File: src/rtl/core/vlcp_pkg.sv
// ----------------------------------------------------------------------------
// vlcp_pkg
// Shared widths, codes and the tag type for the cell placement pipeline.
// ----------------------------------------------------------------------------
package vlcp_pkg;

  localparam int DIM_W = 14;
  localparam int IDX_W = 7;
  localparam int CNT_W = 7;
  localparam int POS_W = 22;
  localparam int QW    = 14;
  localparam int NUM_W = 29;
  localparam int DEN_W = 15;

  // largest surface or picture dimension; wider values saturate to it
  localparam int MAX_DIM = 8192;

  localparam logic [DIM_W-1:0] POS_MAX = 14'h3FFF;
  localparam int LINE_ZOOM_MIN = 6;
  localparam int SINGLE_SHRINK = 16;
  localparam int SINGLE_OFFSET = 8;

  localparam logic [1:0] MODE_GRID      = 2'd0;
  localparam logic [1:0] MODE_ONE_BIG   = 2'd1;
  localparam logic [1:0] MODE_BIG_SMALL = 2'd2;

  typedef enum logic [1:0] {
    REG_LAYOUT    = 2'd0,
    REG_SURF_W    = 2'd1,
    REG_SURF_H    = 2'd2,
    REG_SRC_COUNT = 2'd3
  } vlcp_reg_t;

  typedef enum logic [1:0] {
    ST_PLACED     = 2'd0,
    ST_SURF_ZERO  = 2'd1,
    ST_CELL_EMPTY = 2'd2
  } vlcp_status_t;

  typedef struct packed {
    logic [POS_W-1:0] cx;
    logic [POS_W-1:0] cy;
    logic [DIM_W-1:0] cw;
    logic [DIM_W-1:0] ch;
    logic             wfix;
    logic             zero_pic;
    vlcp_status_t     status;
  } vlcp_tag_t;

endpackage

File: src/rtl/core/vlcp_div.sv
// ----------------------------------------------------------------------------
// vlcp_div
// Restoring divider, one quotient bit per register stage, with a tag word
// carried alongside so the fitted size meets its placement at the end.
// ----------------------------------------------------------------------------
module vlcp_div (
  input  logic                      clk,
  input  logic                      rst_n,
  input  logic                      in_valid,
  input  logic [vlcp_pkg::NUM_W-1:0] in_num,
  input  logic [vlcp_pkg::DEN_W-1:0] in_den,
  input  vlcp_pkg::vlcp_tag_t       in_tag,
  output logic                      out_valid,
  output logic [vlcp_pkg::QW-1:0]   out_q,
  output vlcp_pkg::vlcp_tag_t       out_tag
);
  import vlcp_pkg::*;

  logic             vld_r [QW];
  logic [NUM_W-1:0] rem_r [QW];
  logic [DEN_W-1:0] den_r [QW];
  logic [QW-1:0]    q_r   [QW];
  vlcp_tag_t        tag_r [QW];

  for (genvar s = 0; s < QW; s++) begin : g_stage
    localparam int B = QW - 1 - s;
    logic             vld_in;
    logic [NUM_W-1:0] rem_in;
    logic [DEN_W-1:0] den_in;
    logic [QW-1:0]    q_in;
    vlcp_tag_t        tag_in;
    logic [NUM_W-1:0] sh;
    logic             ge;
    logic [NUM_W-1:0] rem_nxt;
    logic [QW-1:0]    q_nxt;

    if (s == 0) begin : g_head
      assign vld_in = in_valid;
      assign rem_in = in_num;
      assign den_in = in_den;
      assign q_in   = '0;
      assign tag_in = in_tag;
    end else begin : g_body
      assign vld_in = vld_r[s-1];
      assign rem_in = rem_r[s-1];
      assign den_in = den_r[s-1];
      assign q_in   = q_r[s-1];
      assign tag_in = tag_r[s-1];
    end

    always_comb begin
      sh      = NUM_W'(den_in) << B;
      ge      = rem_in >= sh;
      rem_nxt = ge ? rem_in - sh : rem_in;
      q_nxt   = q_in | (QW'(ge) << B);
    end

    always_ff @(posedge clk) begin
      if (!rst_n) begin
        vld_r[s] <= 1'b0;
      end else begin
        vld_r[s] <= vld_in;
      end
      rem_r[s] <= rem_nxt;
      den_r[s] <= den_in;
      q_r[s]   <= q_nxt;
      tag_r[s] <= tag_in;
    end
  end

  assign out_valid = vld_r[QW-1];
  assign out_q     = q_r[QW-1];
  assign out_tag   = tag_r[QW-1];

endmodule

File: config.mk
export PLATFORM = sky130hd
export DESIGN_NAME = vlcp_div
export DESIGN_NICKNAME = d
export VERILOG_FILES = /design/src/rtl/core/vlcp_pkg.sv /design/src/rtl/core/vlcp_div.sv
export SDC_FILE = /design/constraint.sdc
export NUM_CORES = 2
export LEC_CHECK = 0
export BUFFER_PORTS_ARGS = -buffer_cell sky130_fd_sc_hd__clkbuf_2
export CAP_MARGIN = 15
export CORE_MARGIN = 5
export CORE_UTILIZATION = 45
export CTS_CLUSTER_DIAMETER = 50
export DETAILED_ROUTE_END_ITERATION = 12
export PLACE_DENSITY = 0.64
export SYNTH_ARGS = -nofsm -noshare
export SYNTH_HDL_FRONTEND = slang
export SYNTH_SLANG_ARGS = --single-unit
File: constraint.sdc
create_clock -name clk -period 5.3 [get_ports clk]
set_clock_uncertainty 0.1 [all_clocks]
set_input_delay 0.53 -clock clk [delete_from_list [all_inputs] [get_ports clk]]
set_output_delay 0.53 -clock clk [all_outputs]
set_load 0.005 [all_outputs]
==> flow_summary.json <==
{
  "gp_congestion": 0.9157,
  "yosys.area.top_type": "dfxtp_1",
  "ys_ff_latch": 1755,
  "worstPathMaxFanout": 16,
  "synthTopCellsByArea": "dfxtp_1, ha_1, a21oi_1, inv_1, xnor2_1",
  "final_cell_mix": "dfxtp_1, inv_1, a21oi_1, clkbuf_2, nor2_1",
  "cpPeakStageDelay_ns": 0.60,
  "root_buffer": "clkbuf_16",
  "track_usage": 0.1316,
  "via_count": 27857,
  "io_buffers": 213,
  "crit_top_cell": "inv_1",
  "start_kind": "primary input",
  "drc": 0,
  "synth_cell_types": 89,
  "hold_buffers": 123,
  "syn_inst": 4015,
  "routedWlPerCell_um": 12.57,
  "diodes": 0,
  "clock_tree.buffer_depth": 3,
  "cts_tree": "built",
  "setup_viol": 0,
  "first_iter_violations": 820,
  "postLayoutCoreUtil": 0.5413,
  "core-area_um2": 110400,
  "grt-ovfl-total": 0,
  "synth_edf_count": 0,
  "maxCapViolCount": 0,
  "hpwl_um": 53600,
  "drive_above_1_share": 0.1248,
  "clock.fmax_mhz": 278.1,
  "yosys_warnings": 0,
  "synthFlopType": "dfxtp_1",
  "ir_drop_mv": 0.3322,
  "drt.antenna.violating_nets": 0,
  "floorplan.die.width_um": 342.9,
  "grt_util_met2": 0.2277,
  "cp_slowest_cell": "a211o_1",
  "grtUsageMet1": 0.1471,
  "status": "completed",
  "initial_utilization": 0.4520,
  "layout_worst_path_cycle_share": 0.6785,
  "busiest_layer": "met2",
  "hold_class": "reg2reg",
  "cts_buffers": 169,
  "slew_viol_final": 0,
  "htreeDepth": 4,
  "grt_pass1_wl_um": 129100,
  "fillers": 9220,
  "synth_top_area_share": 0.7043,
  "relSlewSlack": 0.2730,
  "fp.dieH_um": 342.9,
  "cts_resized": 0,
  "cp.required_ns": 5.84,
  "final_common_cell": "dfxtp_1",
  "grt_max_degree": 32,
  "cts_setup_buffers": 0,
  "nNetsFinal": 4825,
  "ys_async_sr_fraction": 0,
  "syn-num-nets": 4361,
  "io_pins": 214,
  "rsz0062_at_grt": "no",
  "grt_pass1_vias": 28189,
  "via_per_inst": 4.565,
  "antenna_found_initial": 0,
  "setup_tns_ns": 0,
  "powerDensity_nw_per_um2": 593.5,
  "hold_violations": 0,
  "syn_area_per_cell_um2": 12.42,
  "area_growth_pct": 19.76,
  "worstPathCellList": "dlygate4sd3_1 > clkbuf_2 > inv_1 > ha_1 > inv_1 > fa_1 > a211oi_2 > o21ai_2 > a2111oi_2 > nor2_1 > o31ai_2 > nand2_1 > a211o_1 > mux2_4",
  "power.total_w": 0.03546,
  "synth_area_um2": 49880,
  "p_leak_nw": 25.96,
  "tightest_slew_ns": 1.090,
  "worstPathArrival_ns": 4.14,
  "crit_path_end_kind": "flip-flop",
  "dr.pass1.iters": 7,
  "period_minus_slack_ns": 3.596,
  "grt.met3_usage": 0.03189,
  "crit_type": "in2reg",
  "clk_pin_slew_worst_paths_ns": 0.06,
  "routed_wl_um": 76680,
  "die_area_um2": 117600,
  "worstSkewPairLatency_ns": 0.75,
  "num_rows": 122,
  "ys_seq_area_frac": 0.7043,
  "cts.sinks": 1755
}
-- report_power, final --
group	leakage, nW	switching, W	internal (W)
registers	14.8	0.000988	0.0150
logic	8.34	0.00401	0.00346
clock network	2.84	0.00487	0.00709
-- logic make-up (layout without fill, tap and decap cells) --
group	Yosys count	in the layout	share of synthesized area
AO/OA/AOI/OAI	656	656	0.08194
XOR/XNOR	224	224	0.03933
adder cells (fa/ha/maj)	223	223	0.05789
buffers and inverters	331	930	0.02573
flip-flops	1755	1755	0.7043
multiplexers	54	54	0.01274
AND/OR/NAND/NOR	772	772	0.07806
-- path summary, 6_finish.rpt --
check             slack [ns]  depth (start not counted)                     to                 start
setup / recovery        1.70                         14   rem_r[0][20]$_DFF_P_            in_num[13]
hold / removal          0.20                          0  tag_r[1][115]$_DFF_P_  tag_r[1][39]$_DFF_P_
setup reg to reg        1.75                         10  rem_r[1][115]$_DFF_P_  den_r[1][31]$_DFF_P_
hold reg to reg         0.20                          0  tag_r[1][115]$_DFF_P_  tag_r[1][39]$_DFF_P_
-- routing by layer --
layer,share of wire,wire length (um)
met3,0.048,3663
met4,0.054,4108
met2,0.48,36870
met5,0,0
met1,0.42,32030
-- final cells by class --
type	count	area [um^2]	area share
multi-input cells	1929	13480	0.2256
clock inverters	65	1006	0.01684
clock buffers	241	4861	0.08136
repair buffers	343	2350	0.03933
inverters	281	1055	0.01765
flip-flops and latches	1755	35130	0.5881
well taps	1488	1862	0.03116
-- critical path, delay by kind of cell --
| family | cells | cell delay, ns |
|---|---|---|
| AOI/OAI and AO/OA | 5 | 1.61 |
| and+or+nand+nor | 2 | 0.24 |
| muxes | 1 | 0.41 |
| adders and majority gates | 2 | 0.58 |
| buffers and inverters | 4 | 0.75 |
-- metrics by stage --
| step | hold slack [ns] | instance area [um^2] | std cells | setup WS, ns |
|---|---|---|---|---|
| floorplan | 0.2096 | 49880 | 4015 | 1.930 |
| global placement | 0.2095 | 52650 | 5673 | 1.399 |
| detailed placement | 0.2121 | 52650 | 5673 | 1.448 |
| CTS | 0.1963 | 59740 | 6102 | 1.719 |
| global route | 0.2041 | 59740 | 6102 | 1.419 |
| finish | 0.2012 | 59740 | 6102 | 1.704 |
-- Yosys cell counts, types with 13 or more instances --
library cell / n
and2_1: 24
dfxtp_1: 1755
nor4b_1: 14
inv_1: 279
mux2_2: 42
nor4_1: 40
nand4_1: 24
nor3_1: 66
a211oi_1: 14
nand3_1: 49
o211ai_1: 16
or3_1: 19
a21o_1: 56
nor2_1: 212
a21oi_1: 220
o21bai_1: 17
nand2_1: 172
o21a_1: 43
buf_2: 14
o21ai_0: 168
nand4b_1: 17
xor2_1: 105
fa_1: 13
ha_1: 210
clkbuf_1: 29
nor2b_1: 33
a31oi_1: 16
xnor2_1: 119
o31ai_1: 14
nand2b_1: 37
-- registers in the layout, summed over array words and instances (netlist names) --
name and count:
rem_r 377, vld_r 14, tag_r 1064, q_r 105, den_r 195
(Power assumes the default switching activity.)
